===== config.mk =====
export PLATFORM = sky130hd
export DESIGN_NAME = scalar_kalman_filter
export DESIGN_NICKNAME = d
export VERILOG_FILES = /design/src/rtl/core/skf_pkg.sv /design/src/rtl/core/scalar_kalman_filter.sv
export SDC_FILE = /design/constraint.sdc
export NUM_CORES = 2
export LEC_CHECK = 0
export ABC_AREA = 1
export BUFFER_PORTS_ARGS = -buffer_cell sky130_fd_sc_hd__buf_2
export CORE_ASPECT_RATIO = 1.1
export CORE_MARGIN = 8
export CORE_UTILIZATION = 69
export CTS_CLUSTER_SIZE = 14
export DETAILED_ROUTE_END_ITERATION = 8
export MAX_ROUTING_LAYER = met4
export PLACE_DENSITY = 0.84
export SKIP_LAST_GASP = 1
export SLEW_MARGIN = 20
export SYNTH_ARGS = -nofsm -noshare
export SYNTH_HDL_FRONTEND = slang
export SYNTH_SLANG_ARGS = --single-unit

===== constraint.sdc =====
create_clock -name clk -period 16.4 [get_ports clk]
set_clock_uncertainty 0.05 [all_clocks]
set_input_delay 3.28 -clock clk [delete_from_list [all_inputs] [get_ports clk]]
set_output_delay 3.28 -clock clk [all_outputs]
set_load 0.01 [all_outputs]

===== src/rtl/core/skf_pkg.sv =====
// Shared types, constants and microcode program of the scalar Kalman filter.
package skf_pkg;

  localparam int unsigned DATA_W = 32;
  localparam int unsigned NOISE_W = 31;
  localparam int unsigned GAIN_W = 17;
  localparam int unsigned DIFF_W = 33;
  localparam int unsigned DEN_W = 33;
  localparam int unsigned REM_W = 34;
  localparam int unsigned MUL_W = 18;
  localparam int unsigned PROD_W = 36;
  localparam int unsigned ACC_W = 52;
  localparam int unsigned STEP_W = 4;
  localparam int unsigned CNT_W = 5;
  localparam int unsigned ADDR_W = 4;

  localparam logic [GAIN_W-1:0] ONE_Q16 = 17'h10000;
  localparam logic [CNT_W-1:0] DIV_STEPS = 5'd17;
  localparam logic [NOISE_W-1:0] PROCESS_NOISE_RST = 31'd66;
  localparam logic [NOISE_W-1:0] MEASUREMENT_NOISE_RST = 31'd65536;
  localparam logic [DATA_W-1:0] INITIAL_ESTIMATE_RST = 32'd0;
  localparam logic [NOISE_W-1:0] INITIAL_COVARIANCE_RST = 31'd65536;

  // register indexes (paddr[3:2])
  localparam logic [1:0] REG_PROCESS_NOISE = 2'd0;
  localparam logic [1:0] REG_MEASUREMENT_NOISE = 2'd1;
  localparam logic [1:0] REG_INITIAL_ESTIMATE = 2'd2;
  localparam logic [1:0] REG_INITIAL_COVARIANCE = 2'd3;

  // program steps
  localparam logic [STEP_W-1:0] ST_WAIT_IN = 4'd0;
  localparam logic [STEP_W-1:0] ST_PREP = 4'd1;
  localparam logic [STEP_W-1:0] ST_DIV_INIT = 4'd2;
  localparam logic [STEP_W-1:0] ST_DIV = 4'd3;
  localparam logic [STEP_W-1:0] ST_MUL_GD_LO = 4'd4;
  localparam logic [STEP_W-1:0] ST_MUL_GD_HI = 4'd5;
  localparam logic [STEP_W-1:0] ST_ADD_GD = 4'd6;
  localparam logic [STEP_W-1:0] ST_UPD_X = 4'd7;
  localparam logic [STEP_W-1:0] ST_ADD_KP = 4'd8;
  localparam logic [STEP_W-1:0] ST_FINISH = 4'd9;

  typedef enum logic [1:0] {
    MUL_GD_LO,
    MUL_GD_HI,
    MUL_KP_LO,
    MUL_KP_HI
  } mul_sel_t;

  typedef enum logic [1:0] {
    ACC_HOLD,
    ACC_LOAD,
    ACC_ADD_HI
  } acc_op_t;

  typedef enum logic [1:0] {
    SEQ_NEXT,
    SEQ_LOOP_DIV,
    SEQ_RESTART
  } seq_t;

  typedef struct packed {
    logic     wait_in;
    logic     ld_prep;
    logic     ld_div;
    logic     div_step;
    mul_sel_t mul_sel;
    acc_op_t  acc_op;
    logic     ld_x;
    logic     ld_p;
    logic     wait_out;
    seq_t     seq;
  } ctrl_t;

  localparam ctrl_t CTRL_NOP = '{
    wait_in: 1'b0, ld_prep: 1'b0, ld_div: 1'b0, div_step: 1'b0,
    mul_sel: MUL_GD_LO, acc_op: ACC_HOLD, ld_x: 1'b0, ld_p: 1'b0,
    wait_out: 1'b0, seq: SEQ_NEXT
  };

  // Control store: one word per program step.
  function automatic ctrl_t ucode(input logic [STEP_W-1:0] pc);
    ctrl_t c;
    c = CTRL_NOP;
    unique case (pc)
      ST_WAIT_IN: c.wait_in = 1'b1;
      ST_PREP: c.ld_prep = 1'b1;
      ST_DIV_INIT: c.ld_div = 1'b1;
      ST_DIV: begin
        c.div_step = 1'b1;
        c.seq = SEQ_LOOP_DIV;
      end
      ST_MUL_GD_LO: c.mul_sel = MUL_GD_LO;
      ST_MUL_GD_HI: begin
        c.mul_sel = MUL_GD_HI;
        c.acc_op = ACC_LOAD;
      end
      ST_ADD_GD: begin
        c.mul_sel = MUL_KP_LO;
        c.acc_op = ACC_ADD_HI;
      end
      ST_UPD_X: begin
        c.ld_x = 1'b1;
        c.mul_sel = MUL_KP_HI;
        c.acc_op = ACC_LOAD;
      end
      ST_ADD_KP: c.acc_op = ACC_ADD_HI;
      ST_FINISH: begin
        c.ld_p = 1'b1;
        c.wait_out = 1'b1;
        c.seq = SEQ_RESTART;
      end
      default: c.seq = SEQ_RESTART;
    endcase
    return c;
  endfunction

endpackage


===== src/rtl/core/scalar_kalman_filter.sv =====
// Scalar Kalman filter top level: APB registers, microcode sequencer and datapath.
// A measurement is taken only at the input wait step, so the next item waits until
// the program, with its restoring gain divider, has run through the previous one.
// A finished estimate waits in the output register while the next item is taken.
// Reset (rst, synchronous, active high) restores register defaults, estimate 0
// and covariance 1.0, and parks the sequencer at the input wait step.
module scalar_kalman_filter (
  input  logic                       clk,
  input  logic                       rst,
  input  logic                       psel,
  input  logic                       penable,
  input  logic                       pwrite,
  input  logic [skf_pkg::ADDR_W-1:0] paddr,
  input  logic [31:0]                pwdata,
  output logic [31:0]                prdata,
  output logic                       pready,
  input  logic                       in_valid,
  output logic                       in_ready,
  input  logic signed [31:0]         measurement,
  output logic                       out_valid,
  input  logic                       out_ready,
  output logic signed [31:0]         filtered_value
);
  import skf_pkg::*;

  // configuration registers
  logic [NOISE_W-1:0] process_noise;
  logic [NOISE_W-1:0] measurement_noise;
  logic [DATA_W-1:0]  initial_estimate;
  logic [NOISE_W-1:0] initial_covariance;

  // filter state
  logic signed [DATA_W-1:0] estimate;
  logic [DATA_W-1:0]        covariance;

  // sequencer
  logic [STEP_W-1:0] pc;
  logic [STEP_W-1:0] pc_next;
  ctrl_t             ctrl;
  logic [CNT_W-1:0]  div_cnt;

  // datapath registers
  logic signed [DATA_W-1:0] z;
  logic signed [DIFF_W-1:0] d;
  logic [DATA_W-1:0]        p1;
  logic [DEN_W-1:0]         den;
  logic                     den_zero;
  logic [REM_W-1:0]         rem;
  logic [GAIN_W-1:0]        quot;
  logic signed [PROD_W-1:0] prod;
  logic signed [ACC_W-1:0]  acc;

  // combinational datapath
  logic                     cfg_wr;
  logic                     out_free;
  logic                     hold;
  logic [DEN_W-1:0]         p1_sum;
  logic [DATA_W-1:0]        p1_sat;
  logic [DEN_W-1:0]         den_sum;
  logic                     div_ge;
  logic [REM_W-1:0]         div_diff;
  logic [DEN_W-1:0]         rem_kept;
  logic [GAIN_W-1:0]        gain;
  logic [GAIN_W-1:0]        one_minus_k;
  logic signed [MUL_W-1:0]  mul_a;
  logic signed [MUL_W-1:0]  mul_b;
  logic signed [PROD_W-1:0] x_step;
  logic signed [DATA_W+4:0] x_sum;
  logic signed [DATA_W-1:0] x_sat;

  assign pready = 1'b1;
  assign cfg_wr = psel && penable && pwrite;

  // register readback
  always_comb begin
    unique case (paddr[3:2])
      REG_PROCESS_NOISE:      prdata = {1'b0, process_noise};
      REG_MEASUREMENT_NOISE:  prdata = {1'b0, measurement_noise};
      REG_INITIAL_ESTIMATE:   prdata = initial_estimate;
      REG_INITIAL_COVARIANCE: prdata = {1'b0, initial_covariance};
      default:                prdata = '0;
    endcase
  end

  // fetch the control word of the current step
  assign ctrl = ucode(pc);
  assign in_ready = ctrl.wait_in;
  assign out_free = !out_valid || out_ready;

  // hold the step while waiting on a port or while the divider loops
  assign hold = (ctrl.wait_in && !in_valid) ||
                (ctrl.wait_out && !out_free) ||
                (ctrl.seq == SEQ_LOOP_DIV && div_cnt != 5'd1);

  always_comb begin
    if (hold) begin
      pc_next = pc;
    end else if (ctrl.seq == SEQ_RESTART) begin
      pc_next = ST_WAIT_IN;
    end else begin
      pc_next = pc + 4'd1;
    end
  end

  // predicted covariance, saturated at all ones
  assign p1_sum = {1'b0, covariance} + {2'b00, process_noise};
  assign p1_sat = p1_sum[DEN_W-1] ? '1 : p1_sum[DATA_W-1:0];
  assign den_sum = {1'b0, p1} + {2'b00, measurement_noise};

  // one restoring division step: quotient bit from compare, shift remainder
  assign div_ge = rem >= {1'b0, den};
  assign div_diff = rem - {1'b0, den};
  assign rem_kept = div_ge ? div_diff[DEN_W-1:0] : rem[DEN_W-1:0];

  // a zero denominator forces zero gain
  assign gain = den_zero ? '0 : quot;
  assign one_minus_k = ONE_Q16 - gain;

  // shared 18x18 signed multiplier, operands picked by the control word
  always_comb begin
    unique case (ctrl.mul_sel)
      MUL_GD_LO: begin
        mul_a = {1'b0, gain};
        mul_b = {2'b00, d[15:0]};
      end
      MUL_GD_HI: begin
        mul_a = {1'b0, gain};
        mul_b = {d[DIFF_W-1], d[DIFF_W-1:16]};
      end
      MUL_KP_LO: begin
        mul_a = {1'b0, one_minus_k};
        mul_b = {2'b00, p1[15:0]};
      end
      MUL_KP_HI: begin
        mul_a = {1'b0, one_minus_k};
        mul_b = {2'b00, p1[31:16]};
      end
      default: begin
        mul_a = '0;
        mul_b = '0;
      end
    endcase
  end

  // floor(K*d / 2^16) is an arithmetic shift; saturate the new estimate
  assign x_step = acc[ACC_W-1:16];
  assign x_sum = {{5{estimate[DATA_W-1]}}, estimate} + {x_step[PROD_W-1], x_step};
  always_comb begin
    if (x_sum[DATA_W+4:DATA_W-1] == '0 || x_sum[DATA_W+4:DATA_W-1] == '1) begin
      x_sat = x_sum[DATA_W-1:0];
    end else if (x_sum[DATA_W+4]) begin
      x_sat = 32'sh8000_0000;
    end else begin
      x_sat = 32'sh7FFF_FFFF;
    end
  end

  // control, configuration and filter state
  always_ff @(posedge clk) begin
    if (rst) begin
      pc <= ST_WAIT_IN;
      out_valid <= 1'b0;
      div_cnt <= '0;
      process_noise <= PROCESS_NOISE_RST;
      measurement_noise <= MEASUREMENT_NOISE_RST;
      initial_estimate <= INITIAL_ESTIMATE_RST;
      initial_covariance <= INITIAL_COVARIANCE_RST;
      estimate <= INITIAL_ESTIMATE_RST;
      covariance <= {1'b0, INITIAL_COVARIANCE_RST};
    end else begin
      pc <= pc_next;

      if (ctrl.ld_div) begin
        div_cnt <= DIV_STEPS;
      end else if (ctrl.div_step) begin
        div_cnt <= div_cnt - 5'd1;
      end

      if (ctrl.ld_x) begin
        estimate <= x_sat;
      end
      if (ctrl.ld_p) begin
        covariance <= acc[47:16];
      end

      // load the result when the output register is free, else drop it once taken
      if (ctrl.wait_out && out_free) begin
        out_valid <= 1'b1;
      end else if (out_valid && out_ready) begin
        out_valid <= 1'b0;
      end

      // writes must arrive only while idle (unenforced); an initial register also seeds the state
      if (cfg_wr) begin
        unique case (paddr[3:2])
          REG_PROCESS_NOISE:     process_noise <= pwdata[NOISE_W-1:0];
          REG_MEASUREMENT_NOISE: measurement_noise <= pwdata[NOISE_W-1:0];
          REG_INITIAL_ESTIMATE: begin
            initial_estimate <= pwdata;
            estimate <= pwdata;
          end
          REG_INITIAL_COVARIANCE: begin
            initial_covariance <= pwdata[NOISE_W-1:0];
            covariance <= {1'b0, pwdata[NOISE_W-1:0]};
          end
          default: ;
        endcase
      end
    end
  end

  // datapath payload registers
  always_ff @(posedge clk) begin
    if (ctrl.wait_in && in_valid) begin
      z <= measurement;
    end
    if (ctrl.ld_prep) begin
      p1 <= p1_sat;
      d <= {z[DATA_W-1], z} - {estimate[DATA_W-1], estimate};
    end
    if (ctrl.ld_div) begin
      den <= den_sum;
      den_zero <= den_sum == '0;
      rem <= {2'b00, p1};
      quot <= '0;
    end
    if (ctrl.div_step) begin
      rem <= {rem_kept, 1'b0};
      quot <= {quot[GAIN_W-2:0], div_ge};
    end

    prod <= mul_a * mul_b;

    unique case (ctrl.acc_op)
      ACC_HOLD:   acc <= acc;
      ACC_LOAD:   acc <= {{(ACC_W-PROD_W){prod[PROD_W-1]}}, prod};
      ACC_ADD_HI: acc <= acc + {prod, 16'h0000};
      default:    acc <= acc;
    endcase

    if (ctrl.wait_out && out_free) begin
      filtered_value <= estimate;
    end
  end

  // an accepted item always starts the update program
  a_accept_starts: assert property (@(posedge clk) disable iff (rst)
    in_valid && in_ready |=> pc == ST_PREP)
    else $error("accepted item did not start the program");

  // the divider loop never runs with an exhausted count
  a_div_count: assert property (@(posedge clk) disable iff (rst)
    pc == ST_DIV |-> div_cnt != '0 && div_cnt <= DIV_STEPS)
    else $error("divider count out of range");

  // the gain leaving the divider never exceeds 1.0
  a_gain_max: assert property (@(posedge clk) disable iff (rst)
    pc == ST_MUL_GD_LO |-> gain <= ONE_Q16)
    else $error("gain above one");

  // the new covariance is non-negative and fits 32 bits before it is stored
  a_cov_fits: assert property (@(posedge clk) disable iff (rst)
    pc == ST_FINISH |-> acc[ACC_W-1:48] == '0)
    else $error("covariance product out of range");

endmodule


=== Yosys cells after proc, flatten, opt, wreduce, memory -nomap -nowiden ===
Cells that the tools add are included.

* Register bits: 501
* Input bits: 75
* Word-level logic and storage cells: 118

* Add/sub/neg operators: 9
* Multiply operators: 1
* Order comparisons: 1
* Equality and inequality tests: 21
* Multiplexer cells: 32
* Reduce and logical (&&, ||, !) cells: 33

{| class="wikitable"
|+ Operators with widths
! cell !! number
|-
| $mux 32 || 8
|-
| $pmux 32 s4 || 1
|-
| $pmux 52 s2 || 1
|-
| $pmux 18 s4 || 1
|-
| $mux 34 || 2
|-
| $add 32x31->33 || 2
|-
| $add 52x52->52 || 1
|-
| $mux 17 || 3
|-
| $add 32x36->37 || 1
|-
| $mul 18x18->36 || 1
|-
| $pmux 18 s2 || 1
|-
| $ge 34x33->1 || 1
|-
| $logic_not 33->1 || 1
|-
| $mux 33 || 1
|-
| $sub 32x32->33 || 1
|-
| $sub 33x33->33 || 1
|-
| $sub 17x17->17 const A || 1
|-
| $eq 4x3->1 const B || 4
|-
| $eq 2x2->1 const B || 6
|-
| $mux 5 || 2
|-
| $reduce_or 2->1 || 5
|-
| $eq 2x1->1 const B || 4
|-
| $eq 4x2->1 const B || 2
|-
| $eq 4x4->1 const B || 2
|-
| other kinds (19) || 44
|}

=== Logic depth before layout (Yosys ltp) ===
* Depth in word-level cells: 7
* Gate-level depth with buffers: 40

=== Least setup slack after synthesis ===
Ideal clock, no wire load.

* Path type: register to register
* Start: reg den_zero
* End: reg prod[35]
* Data arrival time: 7.297 ns
* Data required time: 16.227 ns
* Setup slack: 8.930 ns
* Stages on the path, launching flop included: 40
* Cell sequence: edfxtp_1 -> buf_2 -> buf_2 -> nor2_1 -> inv_1 -> clkbuf_1 -> ha_1 -> inv_1 -> nor3_2 -> nand3_1 -> nor3_2 -> nand3_1 -> nand2_1 -> or2_2 -> nand2_1 -> inv_1 -> clkbuf_1 -> nor2_1 -> [4 not listed] -> fa_1 -> inv_1 -> fa_1 -> inv_1 -> fa_1 -> inv_1 -> ha_1 -> clkbuf_1 -> nand2_1 -> nor2_1 -> nor2_1 -> o21ai_0 -> nand2_1 -> nand3_1 -> nand2_1 -> o211ai_1 -> a21oi_1 -> xor2_1

* Cells in the longest elaborated chain, start to end: 4

{| class="wikitable"
|+ RTL lines
! item !! line !! text
|-
| from (decl) || scalar_kalman_filter.sv:47 || <nowiki>logic den_zero;</nowiki>
|-
| from (signal assigned) || scalar_kalman_filter.sv:223 || <nowiki>den_zero <= den_sum == '0;</nowiki>
|-
| $mux 17 * || scalar_kalman_filter.sv:116 || <nowiki>assign gain = den_zero ? '0 : quot;</nowiki>
|-
| $sub 17x17->17 || scalar_kalman_filter.sv:117 || <nowiki>assign one_minus_k = ONE_Q16 - gain;</nowiki>
|-
| $pmux 18 s2 * || scalar_kalman_filter.sv:121 || <nowiki>unique case (ctrl.mul_sel)</nowiki>
|-
| $mul 18x18->36 * || scalar_kalman_filter.sv:232 || <nowiki>prod <= mul_a * mul_b;</nowiki>
|-
| to (signal assigned) || scalar_kalman_filter.sv:232 ||
|-
| to (decl) || scalar_kalman_filter.sv:50 || <nowiki>logic signed [PROD_W-1:0] prod;</nowiki>
|}

Every way passes the cells marked *; elsewhere a longest branch is shown, timed or not. The select of a mux whose other input is x is not followed.
A chain may end at the register's enable or synchronous reset.

=== Worst setup path after layout ===
* Start: reg den_zero
* End: reg prod[30]

The elaborated chain is that of the path after synthesis.

==> flow_metrics.tcl <==
set metrics [dict create \
    switching_share 0.522 \
    synthesis.nets 5897 \
    muxShareOfSynthArea 0.00692 \
    rr_endpoint "prod[30]$_DFF_P_" \
    port_buffers 138 \
    clock_sinks 485 \
    start_util 0.695 \
    die_w_um 247 \
    drive_gt1_frac 0.0705 \
    fin_crit_sh 0.560 \
    grt_max_degree 95 \
    synth_edf_count 249 \
    final_nets 5988 \
    slew_viol_final 0 \
    synth_compound_area_frac 0.129 \
    critPathKind "reg2reg" \
    grt_use_total 0.403 \
    min_to "initial_estimate[31]$_SDFFE_PP0P_" \
    cap_violations 0 \
    cts-root-buf "clkbuf_16" \
    cpMaxStageDelayCell "edfxtp_1" \
    intPower_mw 4.71 \
    coreArea_mm2 0.0583 \
    holdCritStartpoint "initial_estimate[31]$_SDFFE_PP0P_" \
    clk_path_buf_depth 3 \
    rr_startpoint "den_zero$_DFFE_PP_" \
    rsz0062_at_grt "no" \
    required_ns 16.83 \
    yosys.area.top_type_share 0.185 \
    register_area_mm2 0.0122 \
    crit_top_cell "inv_1" \
    async_flop_share 0 \
    synth_top_area_cell "edfxtp_1" \
    hold_depth 2 \
    htree_levels 2 \
    vdd_drop_max_uv 431 \
    post_synth.cell_area_avg_um2 7.73 \
    hold_viol 0 \
    post-route-util 0.750 \
    setup_tns_ns 0 \
    critPathMaxFanout 18 \
    drt_iter0_markers 4141 \
    pin_count 142 \
    design_area_mm2 0.0437 \
    area_delta_synth_final_pct 7.89 \
    slowest_delay_ns 0.74 \
    syn_inst 5241 \
    maxSlewHeadroom 0.192 \
    crit_buf_inv 8 \
    synthSimpleGateAreaFrac 0.209 \
    p_clk_frac 0.124 \
    startpoint_type "flip-flop" \
    synthAdderAreaFrac 0.225 \
    routed_wl_um 131000 \
    hp-class "reg2reg" \
    final-setup-viol-count 0 \
    antenna_found_initial 13 \
    grt-ovfl-total 0 \
    p_sw_mw 5.15 \
    die-area_mm2 0.0667 \
    critPathTopFamily "adder cells" \
    ctsHoldBuffers 0 \
    reg2reg_setup_slack_ns 7.21 \
    max_slew.worst_pin.slew_ns 1.21 \
    post-route-drc-count 0 \
    cts_setup_buffers 0 \
    crit_start "den_zero$_DFFE_PP_" \
    fp.dieH_um 270 \
    max_freq_ghz 0.109 \
    row_count 93 \
    comb_power_share 0.698 \
    drt_pass1_iterations 7 \
    yosys_warnings 0 \
    first_global_vias 36000 \
    clk_pin_slew_ns 0.06 \
    reg2reg_depth 32 \
    p_per_area_mw_per_mm2 226 \
    cts_tree "built" \
    fillCellCount 4388 \
    synth_cell_types 55 \
    multi_input_area_mm2 0.0247 \
    synth_xor_area_frac 0.0372 \
    grt_first_pass_wirelength_um 203000 \
    via_per_inst 6.01 \
    yosysSeqAreaShare 0.301 \
    placed_area_mm2 0.0419 \
    ys_ff_latch 485 \
    ant_nets 0 \
    wl_per_cell_um 21.4 \
    num_vias 37000 \
    clkLatencyLatePin_ns 0.62 \
    cp-end-kind "flip-flop" \
    p_seq_frac 0.177 \
    ys_top_cells_by_area "edfxtp_1 18%, fa_1 12%, dfxtp_1 12%, nand2_1 11%, ha_1 10%" \
    leakagePower_nw 20.4 \
    syn-cell-area_mm2 0.0405 \
    outcome "finished clean" \
    worstPathArrival_ns 9.62 \
    place.gp.congestion 1.03 \
    period_needed_ns 9.19 \
    synthFlopType "edfxtp_1" \
    dpl.hpwl_um 102000 \
    cts_resized 0 \
    synth_top_family_by_area "adder cells" \
    cts_made_buffers 51 \
]
cell usage in the layout (no fill, tap or decap), drive strengths merged, types with 17 or more instances in the layout:
master and instances:
edfxtp 249, a21oi 378, nor3 39, xnor2 69
or2 26, mux2i 28, inv 823, clkinv 25
nand3 166, buf 176, o21bai 17, fa 246
nor2 594, o211ai 39, nand2 1225, ha 335
dfxtp 236, nand4 42, o21ai 321, o2111ai 34
a21o 17, a31oi 31, clkbuf 66, xor2 103
stage by stage:
stage / hold slack, ns / instances / power, mW / setup slack, ns
2_1_floorplan: 0.387 / 5241 / 6.35 / 8.93
3_3_place_gp: 0.398 / 6039 / 8.18 / 7.75
3_5_place_dp: 0.402 / 6039 / 8.30 / 7.54
4_1_cts: 0.412 / 6135 / 9.64 / 7.47
5_1_grt: 0.428 / 6147 / 10.6 / 6.77
6_report: 0.413 / 6149 / 9.86 / 7.21
metal layers:
layer / wire (um) / vias up / GRT usage / share of wire
met1: 50200 / 17100 / 0.507 / 0.38
met2: 55400 / 2195 / 0.578 / 0.42
li1: - / 17200 / - / -
met3: 15500 / 483 / 0.0984 / 0.12
met5: 0 / - / - / 0
met4: 10400 / 0 / 0.251 / 0.079
cells in the mapped netlist (6+ instances only):
| cell type | count |
|---|---|
| nand2_2 | 14 |
| nor4_1 | 6 |
| inv_1 | 808 |
| nor2_1 | 589 |
| a211oi_1 | 7 |
| fa_1 | 246 |
| o21bai_1 | 16 |
| a21o_1 | 17 |
| xor2_1 | 103 |
| a31oi_1 | 31 |
| o21ai_1 | 25 |
| buf_6 | 7 |
| a21oi_2 | 33 |
| a21boi_0 | 15 |
| nand2_1 | 1210 |
| clkbuf_1 | 97 |
| nand4_1 | 42 |
| ha_1 | 335 |
| o21a_1 | 15 |
| a21oi_1 | 344 |
| a221oi_1 | 6 |
| and2_1 | 6 |
| o21ai_0 | 292 |
| nor3_1 | 36 |
| buf_2 | 26 |
| xnor2_1 | 69 |
| inv_2 | 9 |
| o2111ai_1 | 34 |
| clkinv_1 | 7 |
| nand3_1 | 161 |
| o211ai_1 | 39 |
| or2_2 | 21 |
| mux2i_1 | 28 |
| edfxtp_1 | 249 |
| dfxtp_1 | 236 |
worst max-delay path by stage:
| stage | end | slack (ns) | cells after the start |
|---|---|---|---|
| finish | prod[30]$_DFF_P_ | 7.21 | 32 |
| global route | prod[35]$_DFF_P_ | 6.77 | 36 |
| CTS | prod[35]$_DFF_P_ | 7.47 | 36 |
| detailed placement | prod[35]$_DFF_P_ | 7.54 | 36 |
| global placement | prod[35]$_DFF_P_ | 7.75 | 36 |
| floorplan | prod[35]$_DFF_P_ | 8.93 | 39 |
flip-flops by register name, indices dropped and copies added (netlist names), 4 cells and up:
signal	flops
acc	36
prod	36
rem	34
d	33
den	33
covariance	32
estimate	32
filtered_value	32
initial_estimate	32
p1	32
z	32
initial_covariance	31
measurement_noise	31
process_noise	31
quot	17
div_cnt	5
pc	4
cell type report:
cell class,instances,area share
multi-input combinational,3794,0.564
sequential,485,0.279
inverter,824,0.0708
clock buffer,66,0.0336
timing repair buffer,176,0.0223
tap,760,0.0218
clock inverter,30,0.00718
antenna,14,0.000801
worst min-delay path, stage by stage (launching register included):
cell	delay, ns
dfxtp_1	0.31
nand2_1	0.06
a21oi_1	0.05
power groups by stage:
stage / clock network [mW] / registers, mW / logic, mW
2_1_floorplan: 0 / 1.68 / 4.66
3_3_place_gp: 0 / 1.76 / 6.43
3_5_place_dp: 0 / 1.76 / 6.54
4_1_cts: 1.23 / 1.74 / 6.67
5_1_grt: 1.27 / 1.76 / 7.62
6_report: 1.23 / 1.75 / 6.88
cells by family after synthesis:
kind of cell / count (synthesis)
AOI/OAI and AO/OA: 903
xor gates and xnor gates: 172
adders and majority gates: 581
buffers and inverters: 962
DFF: 485
muxes: 28
other: 1
and+or+nand+nor: 2109
No activity file was read; power rests on OpenSTA's default activity.
